===== config.mk =====
export PLATFORM = sky130hd
export DESIGN_NAME = clipped_alpha_blend_compositor
export DESIGN_NICKNAME = d
export VERILOG_FILES = /design/src/sv/cab_pkg.sv /design/src/sv/cab_fifo.sv /design/src/sv/cab_front.sv /design/src/sv/cab_back.sv /design/src/sv/clipped_alpha_blend_compositor.sv
export SDC_FILE = /design/constraint.sdc
export NUM_CORES = 2
export LEC_CHECK = 0
export BUFFER_PORTS_ARGS = -buffer_cell sky130_fd_sc_hd__buf_2
export CORE_UTILIZATION = 53
export DETAILED_ROUTE_END_ITERATION = 10
export HOLD_SLACK_MARGIN = 0.12
export PLACE_DENSITY = 0.8
export SYNTH_ARGS = -nofsm -noshare
export SYNTH_HDL_FRONTEND = slang
export SYNTH_SLANG_ARGS = --single-unit

===== constraint.sdc =====
create_clock -name clk -period 16.1 [get_ports clk]
set_clock_uncertainty 0.15 [all_clocks]
set_input_delay 1.61 -clock clk [delete_from_list [all_inputs] [get_ports clk]]
set_output_delay 1.61 -clock clk [all_outputs]
set_load 0.05 [all_outputs]

===== src/sv/cab_pkg.sv =====
// Shared types and constants for the clipped alpha blend compositor.
// Holds register codes, the pixel, item, result and configuration structs, and the blend finish.
// No dependencies.
`timescale 1ns / 1ps

package cab_pkg;

  localparam int DIM_W = 13;
  localparam int POS_W = 12;
  localparam int CH_W  = 8;
  localparam int IDX_W = 24;
  localparam int PROD_W = 2 * CH_W;
  localparam int MUL_W = 2 * DIM_W;
  localparam int REG_IDX_W = 3;

  localparam logic [CH_W-1:0]   CH_MAX    = 8'd255;
  localparam logic [PROD_W-1:0] ROUND_ADD = 16'h0080;

  localparam logic [DIM_W-1:0] RST_DEST_WIDTH  = 13'd1024;
  localparam logic [DIM_W-1:0] RST_DEST_HEIGHT = 13'd768;
  localparam logic [DIM_W-1:0] RST_TOP_WIDTH   = 13'd128;
  localparam logic [DIM_W-1:0] RST_TOP_HEIGHT  = 13'd128;

  typedef enum logic [REG_IDX_W-1:0] {
    REG_DEST_WIDTH     = 3'd0,
    REG_DEST_HEIGHT    = 3'd1,
    REG_TOP_WIDTH      = 3'd2,
    REG_TOP_HEIGHT     = 3'd3,
    REG_PLACE_X        = 3'd4,
    REG_PLACE_Y        = 3'd5,
    REG_BLEND_MODE     = 3'd6,
    REG_DEST_HAD_ALPHA = 3'd7
  } cab_reg_t;

  typedef struct packed {
    logic [CH_W-1:0] src_red;
    logic [CH_W-1:0] src_green;
    logic [CH_W-1:0] src_blue;
    logic [CH_W-1:0] src_alpha;
    logic [CH_W-1:0] under_red;
    logic [CH_W-1:0] under_green;
    logic [CH_W-1:0] under_blue;
    logic [CH_W-1:0] under_alpha;
  } cab_pixel_t;

  typedef struct packed {
    logic [DIM_W-1:0] dx;
    logic [DIM_W-1:0] dy;
    cab_pixel_t       px;
  } cab_item_t;

  typedef struct packed {
    logic [IDX_W-1:0] dest_index;
    logic [CH_W-1:0]  red;
    logic [CH_W-1:0]  green;
    logic [CH_W-1:0]  blue;
    logic [CH_W-1:0]  alpha;
  } cab_result_t;

  typedef struct packed {
    logic [DIM_W-1:0] dest_width;
    logic [DIM_W-1:0] dest_height;
    logic [DIM_W-1:0] top_width;
    logic [DIM_W-1:0] top_height;
    logic [POS_W-1:0] place_x;
    logic [POS_W-1:0] place_y;
    logic             blend_mode;
    logic             dest_had_alpha;
  } cab_cfg_t;

  // t = pd + ps + 0x80, out = (t + (t >> 8)) >> 8; never exceeds 16 bits
  function automatic logic [CH_W-1:0] blend_finish(input logic [PROD_W-1:0] pd,
                                                  input logic [PROD_W-1:0] ps);
    logic [PROD_W-1:0] t;
    logic [PROD_W-1:0] u;
    t = pd + ps + ROUND_ADD;
    u = t + {{CH_W{1'b0}}, t[PROD_W-1:CH_W]};
    return u[PROD_W-1:CH_W];
  endfunction

endpackage


===== src/sv/cab_fifo.sv =====
// Small first-word-fall-through queue used between front, back and result port.
// Generic width and depth; no package dependency.
`timescale 1ns / 1ps

module cab_fifo #(
  parameter int WIDTH = 8,
  parameter int DEPTH = 4
) (
  input  logic                       clk,
  input  logic                       rst_n,
  input  logic                       push,
  input  logic [WIDTH-1:0]           wdata,
  output logic                       full,
  input  logic                       pop,
  output logic [WIDTH-1:0]           rdata,
  output logic                       empty,
  output logic [$clog2(DEPTH+1)-1:0] level
);

  localparam int PW = (DEPTH > 1) ? $clog2(DEPTH) : 1;
  localparam int LW = $clog2(DEPTH + 1);

  logic [WIDTH-1:0] entry_r [DEPTH];
  logic [PW-1:0]    wptr_r, wptr_nxt;
  logic [PW-1:0]    rptr_r, rptr_nxt;
  logic [LW-1:0]    count_r, count_nxt;
  logic             do_push, do_pop;

  assign full    = (count_r == LW'(DEPTH));
  assign empty   = (count_r == '0);
  assign level   = count_r;
  assign rdata   = entry_r[rptr_r];
  assign do_push = push && !full;
  assign do_pop  = pop && !empty;

  always_comb begin
    wptr_nxt  = wptr_r;
    rptr_nxt  = rptr_r;
    count_nxt = count_r;
    if (do_push) begin
      wptr_nxt = (wptr_r == PW'(DEPTH - 1)) ? '0 : wptr_r + PW'(1);
    end
    if (do_pop) begin
      rptr_nxt = (rptr_r == PW'(DEPTH - 1)) ? '0 : rptr_r + PW'(1);
    end
    if (do_push && !do_pop) begin
      count_nxt = count_r + LW'(1);
    end else if (do_pop && !do_push) begin
      count_nxt = count_r - LW'(1);
    end
  end

  always_ff @(posedge clk) begin
    if (!rst_n) begin
      wptr_r  <= '0;
      rptr_r  <= '0;
      count_r <= '0;
    end else begin
      wptr_r  <= wptr_nxt;
      rptr_r  <= rptr_nxt;
      count_r <= count_nxt;
    end
  end

  always_ff @(posedge clk) begin
    if (do_push) begin
      entry_r[wptr_r] <= wdata;
    end
  end

endmodule


===== src/sv/cab_front.sv =====
// Front end: column and row tracking over the top image and clipping to the destination.
// Depends on cab_pkg.
`timescale 1ns / 1ps

module cab_front #(
  parameter int MAX_DIM = 4096
) (
  input  logic                clk,
  input  logic                rst_n,
  input  cab_pkg::cab_cfg_t   cfg,
  input  logic                accept,
  input  cab_pkg::cab_pixel_t px,
  output logic                q_push,
  output cab_pkg::cab_item_t  q_item
);

  import cab_pkg::*;

  localparam int CW = $clog2(MAX_DIM);
  localparam int SW = ($clog2(MAX_DIM + 1) > DIM_W) ? $clog2(MAX_DIM + 1) : DIM_W;
  localparam int AW = ((CW > POS_W) ? CW : POS_W) + 1;

  logic [CW-1:0] col_r, col_nxt;
  logic [CW-1:0] row_r, row_nxt;
  logic [SW-1:0] tw_eff, th_eff;
  logic [AW-1:0] dx_sum, dy_sum;
  logic          hit, col_wrap, row_wrap;

  function automatic logic [SW-1:0] eff_size(input logic [DIM_W-1:0] v);
    logic [SW-1:0] r;
    if (v == '0) begin
      r = SW'(1);
    end else if (SW'(v) > SW'(MAX_DIM)) begin
      r = SW'(MAX_DIM);
    end else begin
      r = SW'(v);
    end
    return r;
  endfunction

  always_comb begin
    tw_eff   = eff_size(cfg.top_width);
    th_eff   = eff_size(cfg.top_height);
    dx_sum   = AW'(cfg.place_x) + AW'(col_r);
    dy_sum   = AW'(cfg.place_y) + AW'(row_r);
    hit      = (dx_sum < AW'(cfg.dest_width)) && (dy_sum < AW'(cfg.dest_height));
    col_wrap = (SW'(col_r) + SW'(1)) >= tw_eff;
    row_wrap = (SW'(row_r) + SW'(1)) >= th_eff;
    col_nxt  = col_r;
    row_nxt  = row_r;
    if (accept) begin
      if (col_wrap) begin
        col_nxt = '0;
        row_nxt = row_wrap ? '0 : row_r + CW'(1);
      end else begin
        col_nxt = col_r + CW'(1);
      end
    end
  end

  assign q_push    = accept && hit;
  assign q_item.dx = dx_sum[DIM_W-1:0];
  assign q_item.dy = dy_sum[DIM_W-1:0];
  assign q_item.px = px;

  always_ff @(posedge clk) begin
    if (!rst_n) begin
      col_r <= '0;
      row_r <= '0;
    end else begin
      col_r <= col_nxt;
      row_r <= row_nxt;
    end
  end

endmodule


===== src/sv/cab_back.sv =====
// Back end: two-stage blend and destination index pipeline, issued against result queue room.
// Depends on cab_pkg.
`timescale 1ns / 1ps

module cab_back #(
  parameter int OUT_DEPTH = 4
) (
  input  logic                               clk,
  input  logic                               rst_n,
  input  cab_pkg::cab_cfg_t                  cfg,
  input  logic                               item_valid,
  input  cab_pkg::cab_item_t                 item,
  output logic                               item_pop,
  input  logic [$clog2(OUT_DEPTH+1)-1:0]     out_level,
  output logic                               res_push,
  output cab_pkg::cab_result_t               res
);

  import cab_pkg::*;

  localparam int LW = $clog2(OUT_DEPTH + 1) + 1;

  logic              s1_v_r;
  cab_pixel_t        s1_px_r;
  logic [DIM_W-1:0]  s1_dx_r;
  logic [MUL_W-1:0]  s1_mul_r;
  logic [PROD_W-1:0] s1_pd_r [3];
  logic [PROD_W-1:0] s1_ps_r [3];
  logic              s2_v_r;
  cab_result_t       res_r, res_nxt;
  logic [LW-1:0]     used;
  logic [CH_W-1:0]   inv_a;

  assign used     = LW'(out_level) + LW'(s1_v_r) + LW'(s2_v_r);
  assign item_pop = item_valid && (used < LW'(OUT_DEPTH));
  assign inv_a    = CH_MAX - item.px.src_alpha;

  // stage 1: products and row offset
  always_ff @(posedge clk) begin
    if (!rst_n) begin
      s1_v_r <= 1'b0;
    end else begin
      s1_v_r <= item_pop;
    end
  end

  always_ff @(posedge clk) begin
    if (item_pop) begin
      s1_px_r    <= item.px;
      s1_dx_r    <= item.dx;
      s1_mul_r   <= item.dy * cfg.dest_width;
      s1_pd_r[0] <= item.px.under_red * inv_a;
      s1_pd_r[1] <= item.px.under_green * inv_a;
      s1_pd_r[2] <= item.px.under_blue * inv_a;
      s1_ps_r[0] <= item.px.src_red * item.px.src_alpha;
      s1_ps_r[1] <= item.px.src_green * item.px.src_alpha;
      s1_ps_r[2] <= item.px.src_blue * item.px.src_alpha;
    end
  end

  // stage 2: round, select and index
  always_comb begin
    res_nxt.dest_index = IDX_W'(s1_mul_r + MUL_W'(s1_dx_r));
    if (cfg.blend_mode) begin
      res_nxt.red   = blend_finish(s1_pd_r[0], s1_ps_r[0]);
      res_nxt.green = blend_finish(s1_pd_r[1], s1_ps_r[1]);
      res_nxt.blue  = blend_finish(s1_pd_r[2], s1_ps_r[2]);
      res_nxt.alpha = cfg.dest_had_alpha ? '0 : s1_px_r.under_alpha;
    end else begin
      res_nxt.red   = s1_px_r.src_red;
      res_nxt.green = s1_px_r.src_green;
      res_nxt.blue  = s1_px_r.src_blue;
      res_nxt.alpha = s1_px_r.src_alpha;
    end
  end

  always_ff @(posedge clk) begin
    if (!rst_n) begin
      s2_v_r <= 1'b0;
    end else begin
      s2_v_r <= s1_v_r;
    end
  end

  always_ff @(posedge clk) begin
    if (s1_v_r) begin
      res_r <= res_nxt;
    end
  end

  assign res_push = s2_v_r;
  assign res      = res_r;

endmodule


===== src/sv/clipped_alpha_blend_compositor.sv =====
// Top level of the clipped alpha blend compositor: configuration registers and queues.
// Depends on cab_pkg, cab_fifo, cab_front and cab_back.
`timescale 1ns / 1ps

// Takes one top pixel per cycle while in_full is low, with the destination pixel under it, in
// raster order over the top image, and gives one result per pixel that lands inside the
// destination. Sustained rate is one pixel per cycle while results are popped; a result
// reaches the output ports through the front queue, product stage, rounding stage and
// result queue write, in that order. The front clips and drops off-destination pixels at
// once, so they take an input beat but no back-end slot. Full rises when the four-entry
// front queue fills, which happens only while results are not popped. No clearing pass after
// reset. Write configuration only while the block is idle.

module clipped_alpha_blend_compositor #(
  parameter int MAX_DIM = 4096
) (
  input  logic                            clk,
  input  logic                            rst_n,
  input  logic                            cfg_we,
  input  logic [cab_pkg::REG_IDX_W-1:0]   cfg_index,
  input  logic [cab_pkg::DIM_W-1:0]       cfg_data,
  input  logic                            in_push,
  output logic                            in_full,
  input  logic [cab_pkg::CH_W-1:0]        in_src_red,
  input  logic [cab_pkg::CH_W-1:0]        in_src_green,
  input  logic [cab_pkg::CH_W-1:0]        in_src_blue,
  input  logic [cab_pkg::CH_W-1:0]        in_src_alpha,
  input  logic [cab_pkg::CH_W-1:0]        in_under_red,
  input  logic [cab_pkg::CH_W-1:0]        in_under_green,
  input  logic [cab_pkg::CH_W-1:0]        in_under_blue,
  input  logic [cab_pkg::CH_W-1:0]        in_under_alpha,
  output logic                            out_empty,
  input  logic                            out_pop,
  output logic [cab_pkg::IDX_W-1:0]       out_dest_index,
  output logic [cab_pkg::CH_W-1:0]        out_red,
  output logic [cab_pkg::CH_W-1:0]        out_green,
  output logic [cab_pkg::CH_W-1:0]        out_blue,
  output logic [cab_pkg::CH_W-1:0]        out_alpha
);

  import cab_pkg::*;

  localparam int MID_DEPTH = 4;
  localparam int OUT_DEPTH = 4;
  localparam int OLW = $clog2(OUT_DEPTH + 1);

  cab_cfg_t    cfg_r, cfg_nxt;
  cab_pixel_t  in_px;
  cab_item_t   f_item, b_item;
  cab_result_t b_res, o_res;
  logic        accept, f_push, mid_full, mid_empty, b_pop, b_push;
  logic [OLW-1:0] out_level;

  always_comb begin
    cfg_nxt = cfg_r;
    if (cfg_we) begin
      unique case (cab_reg_t'(cfg_index))
        REG_DEST_WIDTH:     cfg_nxt.dest_width     = cfg_data;
        REG_DEST_HEIGHT:    cfg_nxt.dest_height    = cfg_data;
        REG_TOP_WIDTH:      cfg_nxt.top_width      = cfg_data;
        REG_TOP_HEIGHT:     cfg_nxt.top_height     = cfg_data;
        REG_PLACE_X:        cfg_nxt.place_x        = cfg_data[POS_W-1:0];
        REG_PLACE_Y:        cfg_nxt.place_y        = cfg_data[POS_W-1:0];
        REG_BLEND_MODE:     cfg_nxt.blend_mode     = cfg_data[0];
        REG_DEST_HAD_ALPHA: cfg_nxt.dest_had_alpha = cfg_data[0];
        default:            cfg_nxt = cfg_r;
      endcase
    end
  end

  always_ff @(posedge clk) begin
    if (!rst_n) begin
      cfg_r.dest_width     <= RST_DEST_WIDTH;
      cfg_r.dest_height    <= RST_DEST_HEIGHT;
      cfg_r.top_width      <= RST_TOP_WIDTH;
      cfg_r.top_height     <= RST_TOP_HEIGHT;
      cfg_r.place_x        <= '0;
      cfg_r.place_y        <= '0;
      cfg_r.blend_mode     <= 1'b1;
      cfg_r.dest_had_alpha <= 1'b0;
    end else begin
      cfg_r <= cfg_nxt;
    end
  end

  assign in_px.src_red     = in_src_red;
  assign in_px.src_green   = in_src_green;
  assign in_px.src_blue    = in_src_blue;
  assign in_px.src_alpha   = in_src_alpha;
  assign in_px.under_red   = in_under_red;
  assign in_px.under_green = in_under_green;
  assign in_px.under_blue  = in_under_blue;
  assign in_px.under_alpha = in_under_alpha;

  assign in_full = mid_full;
  assign accept  = in_push && !mid_full;

  cab_front #(
    .MAX_DIM(MAX_DIM)
  ) u_front (
    .clk    (clk),
    .rst_n  (rst_n),
    .cfg    (cfg_r),
    .accept (accept),
    .px     (in_px),
    .q_push (f_push),
    .q_item (f_item)
  );

  cab_fifo #(
    .WIDTH($bits(cab_item_t)),
    .DEPTH(MID_DEPTH)
  ) u_mid_q (
    .clk   (clk),
    .rst_n (rst_n),
    .push  (f_push),
    .wdata (f_item),
    .full  (mid_full),
    .pop   (b_pop),
    .rdata (b_item),
    .empty (mid_empty),
    .level ()
  );

  cab_back #(
    .OUT_DEPTH(OUT_DEPTH)
  ) u_back (
    .clk        (clk),
    .rst_n      (rst_n),
    .cfg        (cfg_r),
    .item_valid (!mid_empty),
    .item       (b_item),
    .item_pop   (b_pop),
    .out_level  (out_level),
    .res_push   (b_push),
    .res        (b_res)
  );

  cab_fifo #(
    .WIDTH($bits(cab_result_t)),
    .DEPTH(OUT_DEPTH)
  ) u_res_q (
    .clk   (clk),
    .rst_n (rst_n),
    .push  (b_push),
    .wdata (b_res),
    .full  (),
    .pop   (out_pop),
    .rdata (o_res),
    .empty (out_empty),
    .level (out_level)
  );

  assign out_dest_index = o_res.dest_index;
  assign out_red        = o_res.red;
  assign out_green      = o_res.green;
  assign out_blue       = o_res.blue;
  assign out_alpha      = o_res.alpha;

endmodule

==> results.cfg <==
[route]
wire_per_inst_um = 19.2
vias = 36200
route.detailed.drc = 0
routed_wl_mm = 124
drtAntennaViolNets = 0
drt_iter0_drc = 2533
viasPerCell = 5.63
firstDrtPassIters = 5

[synthesis]
async_flop_share = 0
ys_ff_latch = 935
ys_seq_area_frac = 0.466
yosys.cell_types.count = 84
synth-edff-count = 813
synth_area_um2 = 57700
yosysWarnings = 0
synth.avg_cell_area_um2 = 12.0
synth_nets = 5729
syn-instance-count = 4812
synth_flop_cell = edfxtp_1

[job]
drv_cap = 0

[timing]
hold_slack_ns = 0.296
slew_violations = 0
grt_setup_unrepaired = false
layout_min_cycle_time_ns = 7.59
finalCritPeriodShare = 0.471
slew_headroom = 0.307
hold_viol = 0
max_freq_mhz = 132
setup_tns_ns = 0
setup_violations = 0
worstMarginPinSlew_ns = 1.04

[critical_path]
cp_cell_sequence = buf_4, buf_4, mux2_2, o21ai_2, buf_4, inv_1, and2_1, fa_1, inv_1, fa_1, inv_1, fa_1, ha_1, o21ai_0, a21boi_0, o21ai_0, a21oi_1, a41oi_1, nor2b_1, xnor2_1
worst_setup_path_start_kind = flip-flop
arrival_ns = 7.83
worstSetupEndpointType = flip-flop
worstPathMaxFanout = 56
cp.required_ns = 16.35
critPathKind = flip-flop to flip-flop
path_buf_inv = 6
r2r_slack_ns = 8.51
slowest_delay_ns = 0.79
cpLargestDelayFamily = buffers and inverters
crit_slowest_cell = buf_4

[cells_and_area]
regArea_um2 = 26900
finish.net_count = 5865
final_cell_mix = edfxtp_1, inv_1, nand2_1
multi_input_area_um2 = 28000
syn_to_final_growth_pct = 9.30
final_common_cell = edfxtp_1
drive_gt1_frac = 0.105
nFillCells = 8289

[grt]
grt_pass1_wl_mm = 196
grt_max_degree = 116
grt_pass1_vias = 36700
grt_util_all_layers = 0.225
grt_remaining_overflow = 0
antenna_found_initial = 30

[cts]
clock-sinks = 935
clk_path_buf_depth = 3
postCtsSetupRepairBufs = 0
htree_levels = 3
path_clk_slew_ns = 0.06
root_buffer = clkbuf_16
cts_buffers = 91
worst_skew_pair.late_latency_ns = 0.69
ctsResizeCount = 0
hold_buffers = 0
cts_tree = yes

[floorplanning]
die_area_um2 = 110000
row_count = 120
initial_core_util = 0.537
coreArea_um2 = 108000
die_w_um = 332
io-pin-count = 143
die_y_um = 332

[placement]
port_buffers = 142
place_congestion = 0.879
place_hpwl_mm = 88.7

[min_path]
hold_path.class = flip-flop to flip-flop
hp-start = u_back.res[26]

[run_status]
status = complete, no violations
flip-flops by register name, summed over array words and instances, names as in the netlist, 3 cells and up, named ones only:
register	cells
u_back.res	56
u_front.col_r	12
u_front.row_r	12
u_res_q.entry_r	224
cfg_r	78
u_mid_q.level	3
u_back.s1_mul_r	24
u_back.s1_pd_r	48
u_res_q.level	3
u_back.s1_ps_r	48
u_back.s1_px_r	40
u_back.s1_dx_r	13
u_mid_q.entry_r	360
per-stage QoR:
| stage | instances | setup WS, ns | area (um2) | util |
|---|---|---|---|---|
| global placement | 6258 | 8.73 | 60000 | 0.558 |
| floorplan | 4812 | 5.68 | 57700 | - |
| detailed placement | 6258 | 8.66 | 60000 | 0.558 |
| finish | 6432 | 8.51 | 63000 | 0.586 |
| global route | 6427 | 8.02 | 63000 | 0.586 |
| CTS | 6421 | 8.54 | 63000 | 0.586 |
kinds of logic (layout without fill, tap and decap cells):
group,after synthesis,in the layout,share of synthesized area
DFF,935,935,0.466
xor gates and xnor gates,192,192,0.0292
muxes,195,195,0.0587
and+or+nand+nor,1344,1344,0.107
buffers and inverters,756,962,0.0495
adders and majority gates,832,832,0.225
AOI/OAI and AO/OA,558,558,0.0643
other,0,11,0
Yosys cell counts, types with 30 or more instances:
master	number	area (um2)
dfxtp_1	122	2440
inv_1	608	2280
and2_1	160	1000
fa_1	344	6890
mux2i_1	49	490
nor3_1	60	300
mux4_2	111	2500
o21a_1	30	225
ha_1	488	6110
xor2_1	45	394
nand2_1	551	2070
o21ai_0	92	460
mux2_2	35	394
a21boi_0	94	706
a21o_1	33	248
nor2b_1	53	332
nand2b_1	30	188
a21oi_1	136	681
edfxtp_1	813	24400
nand3_1	70	350
clkbuf_1	119	447
xnor2_1	147	1290
nor2_1	304	1140
final timing paths:
check / to / cells past startpoint
max: u_back.s1_ps_r[0][29] / 20
min reg2reg: u_res_q.entry_r[2][26] / 0
min: u_res_q.entry_r[2][26] / 0
max reg2reg: u_back.s1_ps_r[0][29] / 20
routing by layer:
| layer | wire length [um] | up-vias | GRT usage |
|---|---|---|---|
| met1 | 54000 | 17800 | 0.313 |
| met2 | 56300 | 1192 | 0.356 |
| met4 | 2890 | 30 | 0.0637 |
| met3 | 10300 | 245 | 0.0476 |
| li1 | - | 16900 | - |
| met5 | 195 | - | 0 |
cell type report:
cell class              instances  share of cell area
repair buffers                189              0.0169
flip-flops and latches        935               0.426
clock inverters                56              0.0102
well taps                    1403              0.0278
diodes                         11            0.000437
inverters                     610              0.0363
multi-input cells            3121               0.445
clock buffers                 107              0.0376
Power is left out: the tool's default activity adds up to more than one toggle a clock period on the data nets, which glitch-free logic cannot reach.
